**config.mk**
```make
export PLATFORM = sky130hd
export DESIGN_NAME = five_level_file_lock_table_unit
export DESIGN_NICKNAME = d
export VERILOG_FILES = /design/src/flft_pkg.sv /design/src/flft_ram.sv /design/src/flft_eval.sv /design/src/five_level_file_lock_table_unit.sv
export VERILOG_INCLUDE_DIRS = /design/src /design/src/src
export SDC_FILE = /design/constraint.sdc
export NUM_CORES = 1
export LEC_CHECK = 0
export ABC_AREA = 0
export BUFFER_PORTS_ARGS = -buffer_cell sky130_fd_sc_hd__buf_2
export CELL_PAD_IN_SITES_DETAIL_PLACEMENT = 0
export CELL_PAD_IN_SITES_GLOBAL_PLACEMENT = 1
export CORE_ASPECT_RATIO = 1.25
export CORE_MARGIN = 3
export CORE_UTILIZATION = 50
export DETAILED_ROUTE_END_ITERATION = 10
export PLACE_DENSITY_LB_ADDON = 0.12
export SYNTH_ARGS = -nofsm -noshare
export SYNTH_HDL_FRONTEND = slang
export SYNTH_SLANG_ARGS = --single-unit
export TNS_END_PERCENT = 100
```
**constraint.sdc**
```tcl
create_clock -name clk -period 4.6 [get_ports clk]
set_input_delay 0.23 -clock clk [delete_from_list [all_inputs] [get_ports clk]]
set_output_delay 0.23 -clock clk [all_outputs]
set_load 0.1 [all_outputs]
```
**src/assert_macros.svh**
```systemverilog
// Assertion macros shared by the lock table RTL.
// Depends on nothing; users must have clk and rst_n in scope.
`ifndef ASSERT_MACROS_SVH
`define ASSERT_MACROS_SVH

`ifndef SYNTH
// Property checked at every clock edge outside reset.
`define FLFT_ASSERT(lbl, prop, msg) \
  lbl: assert property (@(posedge clk) disable iff (!rst_n) (prop)) else $error(msg);
// Antecedent in one cycle implies consequent in the next.
`define FLFT_ASSERT_NEXT(lbl, ante, cons, msg) \
  lbl: assert property (@(posedge clk) disable iff (!rst_n) (ante) |=> (cons)) else $error(msg);
`else
`define FLFT_ASSERT(lbl, prop, msg)
`define FLFT_ASSERT_NEXT(lbl, ante, cons, msg)
`endif

`endif

```
**src/flft_pkg.sv**
```systemverilog
// Package for the five-level lock table: sizes, codes and shared types.
// Depends on nothing.
package flft_pkg;

  localparam int RESOURCES = 16;
  localparam int HOLDERS   = 8;

  localparam int LV_W    = 3;
  localparam int ROW_W   = HOLDERS * LV_W;
  localparam int RES_AW  = (RESOURCES > 1) ? $clog2(RESOURCES) : 1;
  localparam int HOLD_AW = $clog2(HOLDERS);

  // Widths that hold the field values and the largest allowed counts.
  localparam int RES_EXT_W  = 9;
  localparam int HOLD_EXT_W = 6;

  localparam logic [LV_W-1:0] LV_NONE      = 3'd0;
  localparam logic [LV_W-1:0] LV_SHARED    = 3'd1;
  localparam logic [LV_W-1:0] LV_RESERVED  = 3'd2;
  localparam logic [LV_W-1:0] LV_PENDING   = 3'd3;
  localparam logic [LV_W-1:0] LV_EXCLUSIVE = 3'd4;

  typedef enum logic [1:0] {
    OP_LOCK      = 2'd0,
    OP_UNLOCK    = 2'd1,
    OP_RSV_QUERY = 2'd2,
    OP_LVL_QUERY = 2'd3
  } op_t;

  typedef enum logic {
    ST_IDLE = 1'b0,
    ST_EXEC = 1'b1
  } state_t;

  typedef struct packed {
    op_t                 opcode;
    logic [RES_AW-1:0]   res;
    logic [HOLD_AW-1:0]  hold;
    logic [LV_W-1:0]     want;
    logic                in_range;
  } req_t;

  typedef struct packed {
    logic            row_we;
    logic            status;
    logic [LV_W-1:0] answer;
  } eval_t;

endpackage

```
**src/flft_ram.sv**
```systemverilog
// Generic single-port-write, single-port-read RAM with registered read data.
// Depends on nothing.
module flft_ram #(
  parameter int WIDTH = 8,
  parameter int DEPTH = 16,
  localparam int AW = (DEPTH > 1) ? $clog2(DEPTH) : 1
) (
  input  logic             clk,
  input  logic             we,
  input  logic [AW-1:0]    waddr,
  input  logic [WIDTH-1:0] wdata,
  input  logic             re,
  input  logic [AW-1:0]    raddr,
  output logic [WIDTH-1:0] rdata
);

  logic [WIDTH-1:0] mem [DEPTH];

  always_ff @(posedge clk) begin
    if (we) begin
      mem[waddr] <= wdata;
    end
    if (re) begin
      rdata <= mem[raddr];
    end
  end

endmodule

```
**src/flft_eval.sv**
```systemverilog
// Decision logic for one request against one resource row of holder levels.
// Depends on flft_pkg.
module flft_eval (
  input  flft_pkg::req_t                  req,
  input  logic [flft_pkg::ROW_W-1:0]      row,
  output logic [flft_pkg::ROW_W-1:0]      row_new,
  output flft_pkg::eval_t                 res
);
  import flft_pkg::*;

  always_comb begin
    logic [LV_W-1:0] own;
    logic [LV_W-1:0] thr;
    logic [LV_W-1:0] lv;
    logic            busy;
    logic            any_rsv;
    own     = row[req.hold*LV_W +: LV_W];
    busy    = 1'b0;
    any_rsv = 1'b0;

    unique case (req.want) inside
      LV_SHARED:               thr = LV_PENDING;
      LV_RESERVED, LV_PENDING: thr = LV_RESERVED;
      default:                 thr = LV_SHARED;
    endcase

    // Blocking check skips the requester; the reserved query counts everyone.
    for (int h = 0; h < HOLDERS; h++) begin
      lv = row[h*LV_W +: LV_W];
      if ((HOLD_AW'(h) != req.hold) && (lv >= thr)) begin
        busy = 1'b1;
      end
      if (lv >= LV_RESERVED) begin
        any_rsv = 1'b1;
      end
    end

    row_new = row;
    row_new[req.hold*LV_W +: LV_W] = req.want;
    res = '0;

    if (req.in_range) begin
      unique case (req.opcode)
        OP_LOCK: begin
          if (req.want > own) begin
            res.status = busy;
            res.row_we = !busy;
          end
        end
        OP_UNLOCK:    res.row_we = 1'b1;
        OP_RSV_QUERY: res.answer = any_rsv ? LV_W'(1) : LV_W'(0);
        OP_LVL_QUERY: res.answer = own;
        default:      res = '0;
      endcase
    end
  end

endmodule

```
**src/five_level_file_lock_table_unit.sv**
```systemverilog
// Five-level lock table: one word in, one result word out per request.
// The input word and its row are registered when the word is taken; the result
// is registered once any earlier result has been claimed. No new word is taken
// until the row of the last one has been read, decided and, if changed, written back.
// Reset (synchronous, rst_n low) clears the per-row valid flags, so every
// lock reads as none at once; no clearing pass is needed.
`include "assert_macros.svh"

module five_level_file_lock_table_unit (
  input  logic       clk,
  input  logic       rst_n,
  input  logic       in_valid,
  output logic       in_ready,
  input  logic [1:0] in_opcode,
  input  logic [3:0] in_resource_id,
  input  logic [2:0] in_holder_id,
  input  logic [2:0] in_level,
  output logic       out_valid,
  input  logic       out_ready,
  output logic       out_status,
  output logic [2:0] out_answer
);
  import flft_pkg::*;

  // The state is one row per resource, each row holding the 3-bit levels of
  // all holders. The memory has no reset, so a flip-flop per row marks rows
  // written since reset; an unmarked row reads as all zero.
  state_t                state_r, state_nxt;
  req_t                  req_r, req_nxt;
  logic [RESOURCES-1:0]  row_valid_r;
  logic                  rd_valid_r;
  logic                  out_valid_r;
  logic                  out_status_r;
  logic [LV_W-1:0]       out_answer_r;

  logic                  accept;
  logic                  exec;
  logic                  out_load;
  logic                  ram_we;
  logic [ROW_W-1:0]      ram_rdata;
  logic [ROW_W-1:0]      row_cur;
  logic [ROW_W-1:0]      row_new;
  eval_t                 ev;
  logic [RES_EXT_W-1:0]  res_ext;
  logic [HOLD_EXT_W-1:0] hold_ext;

  // Incoming word: widen the ids for the range check and clamp the level
  // so that anything above exclusive counts as exclusive.
  always_comb begin
    res_ext          = RES_EXT_W'(in_resource_id);
    hold_ext         = HOLD_EXT_W'(in_holder_id);
    req_nxt.opcode   = op_t'(in_opcode);
    req_nxt.res      = res_ext[RES_AW-1:0];
    req_nxt.hold     = hold_ext[HOLD_AW-1:0];
    req_nxt.want     = (in_level > LV_EXCLUSIVE) ? LV_EXCLUSIVE : in_level;
    req_nxt.in_range = (res_ext < RES_EXT_W'(RESOURCES)) &&
                       (hold_ext < HOLD_EXT_W'(HOLDERS));
  end

  // Next-state logic. A word is read in IDLE and resolved in EXEC; EXEC
  // waits only while the previous result still sits unclaimed.
  always_comb begin
    state_nxt = state_r;
    unique case (state_r)
      ST_IDLE: if (in_valid) state_nxt = ST_EXEC;
      ST_EXEC: if (!out_valid_r || out_ready) state_nxt = ST_IDLE;
      default: state_nxt = ST_IDLE;
    endcase
  end

  // Control outputs of the sequencer.
  always_comb begin
    in_ready = 1'b0;
    exec     = 1'b0;
    unique case (state_r)
      ST_IDLE: in_ready = 1'b1;
      ST_EXEC: exec     = 1'b1;
      default: in_ready = 1'b0;
    endcase
  end

  assign accept   = in_valid && in_ready;
  assign out_load = exec && (!out_valid_r || out_ready);
  // The write lands on the same edge the result is loaded, before the next
  // word can issue its read, so no forwarding path is needed.
  assign ram_we   = out_load && ev.row_we;
  assign row_cur  = rd_valid_r ? ram_rdata : '0;

  flft_ram #(
    .WIDTH (ROW_W),
    .DEPTH (RESOURCES)
  ) u_ram (
    .clk   (clk),
    .we    (ram_we),
    .waddr (req_r.res),
    .wdata (row_new),
    .re    (accept),
    .raddr (req_nxt.res),
    .rdata (ram_rdata)
  );

  flft_eval u_eval (
    .req     (req_r),
    .row     (row_cur),
    .row_new (row_new),
    .res     (ev)
  );

  always_ff @(posedge clk) begin
    if (!rst_n) begin
      state_r     <= ST_IDLE;
      row_valid_r <= '0;
      out_valid_r <= 1'b0;
    end else begin
      state_r <= state_nxt;
      if (ram_we) begin
        row_valid_r[req_r.res] <= 1'b1;
      end
      if (out_load) begin
        out_valid_r <= 1'b1;
      end else if (out_ready) begin
        out_valid_r <= 1'b0;
      end
    end
  end

  // Payload registers carry no reset.
  always_ff @(posedge clk) begin
    if (accept) begin
      req_r      <= req_nxt;
      rd_valid_r <= row_valid_r[req_nxt.res];
    end
    if (out_load) begin
      out_status_r <= ev.status;
      out_answer_r <= ev.answer;
    end
  end

  assign out_valid  = out_valid_r;
  assign out_status = out_status_r;
  assign out_answer = out_answer_r;

  `FLFT_ASSERT(a_out_from_exec, $rose(out_valid_r) |-> ($past(state_r) == ST_EXEC), "result without execute")
  `FLFT_ASSERT(a_busy_only_lock, (exec && ev.status) |-> (req_r.opcode == OP_LOCK), "busy on non-lock")
  `FLFT_ASSERT(a_no_write_on_busy, (exec && ev.status) |-> !ev.row_we, "refused lock writes row")
  `FLFT_ASSERT_NEXT(a_row_marked, ram_we, row_valid_r[$past(req_r.res)], "written row not marked")
  `FLFT_ASSERT_NEXT(a_accept_exec, accept, (state_r == ST_EXEC), "accepted word not executed")

endmodule
```
==> results of run 1 <==
==> how the worst max path moves through the flow <==
stage                                        endpoint  slack [ps]  cells past startpoint
after CTS                 u_ram.mem[15][15]$_DFFE_PP_         220                      8
final                      u_ram.mem[5][11]$_DFFE_PP_         570                     10
after floorplan            u_ram.mem[11][0]$_DFFE_PP_         610                     12
after detailed placement   u_ram.mem[15][2]$_DFFE_PP_         250                      8
after global placement     u_ram.mem[15][2]$_DFFE_PP_         430                      8
after global routing      u_ram.mem[15][15]$_DFFE_PP_         220                      8
==> placed cells by master, fill, tap and decap left out, types with 12 or more instances in the layout <==
master | netlist | routed
dfxtp_1 | 18 | 18
mux4_2 | 130 | 130
nor2_4 | 0 | 16
nor2_1 | 35 | 19
buf_4 | 0 | 34
nand2_1 | 64 | 64
buf_2 | 7 | 19
edfxtp_1 | 425 | 425
o21ai_0 | 31 | 26
ha_1 | 25 | 25
clkbuf_16 | 0 | 45
inv_1 | 14 | 14
nand2b_1 | 12 | 12
nand3_1 | 21 | 21
==> area by class of cell <==
cell class / count / share of cell area [%]
clock buffer: 50 / 5.643
clock inverter: 23 / 1.258
inverter: 14 / 0.2590
multi-input combinational: 388 / 22.76
sequential: 443 / 64.68
tap: 468 / 2.886
timing repair buffer: 66 / 2.522
==> critical path: cells and delay by family, from the launching register on <==
family / cells / cell delay, ps
AOI/OAI and AO/OA: 4 / 1410
and+or+nand+nor: 3 / 760
muxes: 1 / 500
adders and majority gates: 1 / 310
DFF: 1 / 380
buffers and inverters: 1 / 220
==> sequential cells by signal, indices dropped and copies added, names as in the netlist <==
| signal | flops |
|---|---|
| out_answer | 3 |
| out_status | 1 |
| out_valid | 1 |
| rd_valid_r | 1 |
| req_r | 12 |
| row_valid_r | 16 |
| state_r | 1 |
| u_ram.mem | 384 |
| u_ram.rdata | 24 |
==> timing repair <==
action	CTS	global route
setup endpoints to repair	0	266
buffers inserted	0	0
resized for setup	0	1
endpoints found under the hold margin	9	0
hold buffers	9	0
==> power by group through the flow <==
stage               clock [mW]  combinational (mW)  sequential [mW]
floorplan                    0               0.342             4.62
global placement             0               0.566             4.62
detailed placement           0               0.583             4.62
CTS                       3.60               0.591             4.53
global route              3.77               0.635             4.53
finish                    3.52               0.587             4.53
==> cell families after synthesis <==
logic type	count (synthesis)	share of synthesized area, %
muxes	135	16.73
buffers and inverters	53	1.249
adders and majority gates	25	1.755
DFF	443	73.61
AOI/OAI and AO/OA	73	2.653
and+or+nand+nor	155	4.008
==> metal layers <==
metal | global-route usage (%) | vias up | routed length [µm]
li1 | - | 3779 | -
met1 | 32.89 | 4575 | 17600
met4 | 8.063 | 6 | 1536
met3 | 3.770 | 81 | 2370
met2 | 34.22 | 304 | 19550
met5 | 0 | - | 31
==> metrics by stage <==
stage                     area, µm²  power [mW]  hold WS, ps  setup slack (ps)  utilization, %
after floorplan               17830       4.963        328.9             607.4               -
final                         20290       8.638        67.34             570.7           58.30
after global routing          20290       8.938        88.95             222.1           58.30
after CTS                     20290       8.723        61.27             224.4           58.30
after global placement        18800       5.182        412.4             426.5           54.02
after detailed placement      18800       5.199        409.8             248.8           54.02
==> impl_metrics.ini, run 1 <==
[yosys]
syn_inst = 884
yosysWarnings = 0
synth_area_mm2 = 0.01783
yosys.area.top_type = edfxtp_1
ys_ff_latch = 443
yosysSeqAreaShare_pct = 73.61
syn_nets = 925
avgSynthCellArea_um2 = 20.17
yosys-top-cells-count = 425 x edfxtp_1, 130 x mux4_2, 64 x nand2_1
synth.top_cells.by_area = edfxtp_1 72%, mux4_2 16%, dfxtp_1 2.0%, ha_1 1.8%, nand2_1 1.3%
async_reset_ff_share_pct = 0
post-synth-top-count-cell = edfxtp_1
synth_cell_types = 33
ys.flop_type = edfxtp_1
synth-edff-count = 425
synth_top_area_share_pct = 71.59

[place]
dp.cells = 1370
dp_hpwl_mm = 27.87
gp_congestion = 0.9344
io_buffer_count = 21

[sta]
rsz0062_at_grt = false
fmaxAchievable_ghz = 0.2482
tns_ps = 0
finClkSkew_ps = 20.76
slew_headroom_pct = 11.85
hold_violations = 0
finalCritPeriodShare_pct = 87.59
tightestPinTransition_ps = 1313
period_minus_slack_ps = 4029
drv_slew = 0
finalSetupViolCount = 0

[power_and_ir_drop]
peakVddDrop_mv = 0.3446
p_per_area_mw_per_mm2 = 425.7
clockPowerShare_pct = 40.7
p_int_mw = 6.812
switching_share_pct = 21.13
seq_power_share_pct = 52.5
p_leak_nw = 6.560
power_frac_comb_pct = 6.8
switchingPower_mw = 1.825

[finish]
diodes = 0
layout.cells.non_filler = 1452
multi_input_area_mm2 = 0.004617
area_growth_pct = 13.81
regArea_mm2 = 0.01312
fillCellCount = 2585
drive_gt1_share_pct = 28.25
final_nets = 997

[die]
ios = 22
rows = 76
dieHeight_um = 217.1
initial_core_util_pct = 51.22
die_area_mm2 = 0.03797
die_w_um = 174.9
core_region_area_mm2 = 0.03480

[global_route]
grt.overflow.total = 0
antenna_found_initial = 4
grt_max_degree = 59
grt_pass1_vias = 9090
grt_pass1_wl_mm = 61.24
grt_use_total_pct = 22.30

[drt]
first_iter_violations = 885
num_vias = 8745
wire_per_inst_um = 28.30
first_pass_iters = 5
drc_errors = 0
wirelength_mm = 41.09
viasPerCell = 6.023
ant_nets = 0

[critical_path]
path_cells = buf_12, and2_1, a21oi_1, mux4_2, ha_1, a211oi_1, a311o_1, nor2_1, a21oi_4, nor2_4
r2r-end = u_ram.mem[5][11]$_DFFE_PP_
startpoint_type = flip-flop
end_kind = flip-flop
critPathKind = reg2reg
ff2ff_setup_slack_ps = 570
startpoint = rd_valid_r$_DFFE_PP_
arrival_ps = 4210
path_max_fanout = 39
max_stage_delay_ps = 890
reg2reg_from = rd_valid_r$_DFFE_PP_
cp_slowest_cell = a21oi_4
ff2ff_path_depth = 10
crit_required_ps = 4780

[worst_hold_path]
hp-start = in_level[1]
min_path_type = in2reg
holdPathEnd = req_r[2]$_SDFFCE_PN0P_
min_path_cells = 2

[clock_network]
clk_pin_slew_worst_paths_ps = 60
cts_root_buf = clkbuf_16
clockBufferDepth = 3
clkSinkCount = 443
cts_max_level = 2
clk_latency_ps = 550
cts_tree = done
numCtsBuffers = 43

[status]
status = completed

[job]
maxCapViolations = 0
Note: power is estimated with default switching activity, not from simulation.
==> run 2: changes to the inputs <==
--- a/config.mk
+++ b/config.mk
@@ -12,7 +12,7 @@
 export CELL_PAD_IN_SITES_GLOBAL_PLACEMENT = 1
 export CORE_ASPECT_RATIO = 1.25
 export CORE_MARGIN = 3
-export CORE_UTILIZATION = 50
+export CORE_UTILIZATION = 55
 export DETAILED_ROUTE_END_ITERATION = 10
 export PLACE_DENSITY_LB_ADDON = 0.12
 export SYNTH_ARGS = -nofsm -noshare
==> impl_metrics.ini, run 2 (synthesis results as in run 1) <==
[die]
core_region_area_mm2 = 0.03188
die_w_um = 167.0
rows = 73
ios = 22
initial_core_util_pct = 55.92
dieHeight_um = 207.3
die_area_mm2 = 0.03462

[sta]
slew_headroom_pct = 25.65
fin_hold_ws_ps = 107.7
period_minus_slack_ps = 4170
tightestPinTransition_ps = 1113
finClkSkew_ps = 14.34
hold_violations = 0
rsz0062_at_grt = false
drv_slew = 0
finalSetupViolCount = 0
fmaxAchievable_ghz = 0.2398
tns_ps = 0
finalCritPeriodShare_pct = 90.65

[finish]
regArea_mm2 = 0.01312
largest_register_ffs = 384
layout.cells.non_filler = 1413
regMostFlops = u_ram.mem
area_growth_pct = 14.35
mostFrequentLayoutCells = 425 x edfxtp_1, 130 x mux4_2, 64 x nand2_1
diodes = 0
final_nets = 1012
fillCellCount = 2130
drive_gt1_share_pct = 29.77
fin_util_pct = 63.95
layout_commonest_cell = edfxtp_1
top_regs = u_ram.mem (384), u_ram.rdata (24), row_valid_r (16)
multi_input_area_mm2 = 0.004617

[clock_network]
numCtsBuffers = 43
post_cts_resized = 0
cts_root_buf = clkbuf_16
clk_latency_ps = 540
cts_max_level = 2
clk_pin_slew_worst_paths_ps = 60
cts_tree = done
clockBufferDepth = 3
clkSinkCount = 443

[critical_path]
arrival_ps = 4350
startpoint_type = flip-flop
ff2ff_setup_slack_ps = 430
end_kind = flip-flop
crit_required_ps = 4780
path_max_fanout = 24
critPathKind = reg2reg

[power_and_ir_drop]
peakVddDrop_mv = 0.3309
p_int_mw = 6.766
switching_share_pct = 20.90
switchingPower_mw = 1.788
p_per_area_mw_per_mm2 = 419.6
p_leak_nw = 6.655
seq_power_share_pct = 53.0
clockPowerShare_pct = 40.7
power_frac_comb_pct = 6.3

[drt]
wire_per_inst_um = 28.08
highest-signal-layer = met5
drc_errors = 0
met2_length_mm = 19.72
num_vias = 8823
viasPerCell = 6.244
first_pass_iters = 5
wirelength_mm = 39.68
first_iter_violations = 1057
route.layer.met1.wl_mm = 16.35
ant_nets = 0
wl_met3_mm = 2.155

[global_route]
grt.overflow.total = 0
grt_use_total_pct = 23.30
grt_max_degree = 61
antenna_found_initial = 1
grt_pass1_vias = 9146
grt_pass1_wl_mm = 59.56

[status]
status = completed

[place]
dp_hpwl_mm = 24.18
gp_congestion = 0.8602
io_buffer_count = 21
dp.cells = 1330

[worst_hold_path]
min_path_type = in2reg

[job]
maxCapViolations = 0
## run 2: changes by cell type in the layout (fill, tap and decap cells not counted), sizes merged
| cell | change |
|---|---|
| bufinv | -1 |
| inv | +2 |
| clkbuf | -1 |
| buf | +16 |
| clkinvlp | +2 |
| dlygate4sd3 | -1 |
## run 2: worst paths after layout
path | cells past startpoint | from | to
setup / recovery | 8 | req_r[2]$_SDFFCE_PN0P_ | u_ram.mem[4][0]$_DFFE_PP_
hold reg to reg | 2 | row_valid_r[3]$_SDFFE_PN0P_ | row_valid_r[3]$_SDFFE_PN0P_
setup reg to reg | 8 | req_r[2]$_SDFFCE_PN0P_ | u_ram.mem[4][0]$_DFFE_PP_
hold / removal | 2 | in_level[0] | req_r[1]$_SDFFCE_PN0P_
## run 2: per-layer routing
metal  vias up  track usage, %
li1       3815               -
met1      4620           32.86
met2       305           37.15
met3        81           4.476
met4         2           8.423
met5         -               0
## run 2: area by class of cell
type	instances	share of cell area, %
flip-flops and latches	443	64.37
inverters	14	0.2578
clock inverters	26	1.301
well taps	412	2.529
multi-input cells	388	22.65
clock buffers	49	5.597
repair buffers	81	3.296
## run 2: repair_timing
action                                  in CTS  in global routing
endpoints found under the hold margin        8                  0
hold buffers                                 8                  0
buffers inserted                             0                  0
endpoints found under the setup margin       0                  0
## run 2: power by group through the flow
stage                     Clock, mW  Combinational [mW]  Sequential, mW
after floorplan                   0               0.342            4.62
after global placement            0               0.527            4.62
after detailed placement          0               0.538            4.62
after CTS                      3.56               0.545            4.53
after global routing           3.71               0.587            4.53
final                          3.48               0.541            4.53
## run 2: stage by stage
| step | worst slack (ps) | total power [mW] | instance area, µm² |
|---|---|---|---|
| 3_5_place_dp | 453.6 | 5.156 | 18900 |
| 3_3_place_gp | 549.6 | 5.144 | 18900 |
| 4_1_cts | 442.7 | 8.635 | 20390 |
| 2_1_floorplan | 607.4 | 4.963 | 17830 |
| 6_report | 430.2 | 8.554 | 20390 |
| 5_1_grt | 246.7 | 8.831 | 20390 |
## run 2: worst max-delay path, stage by stage, from the launching register on
cell	delay [ps]
edfxtp_1	540
o21ai_0	840
ha_1	400
a2111oi_0	470
a211oi_1	160
nor4_4	440
a21oi_4	330
nor2_4	180
buf_4	420
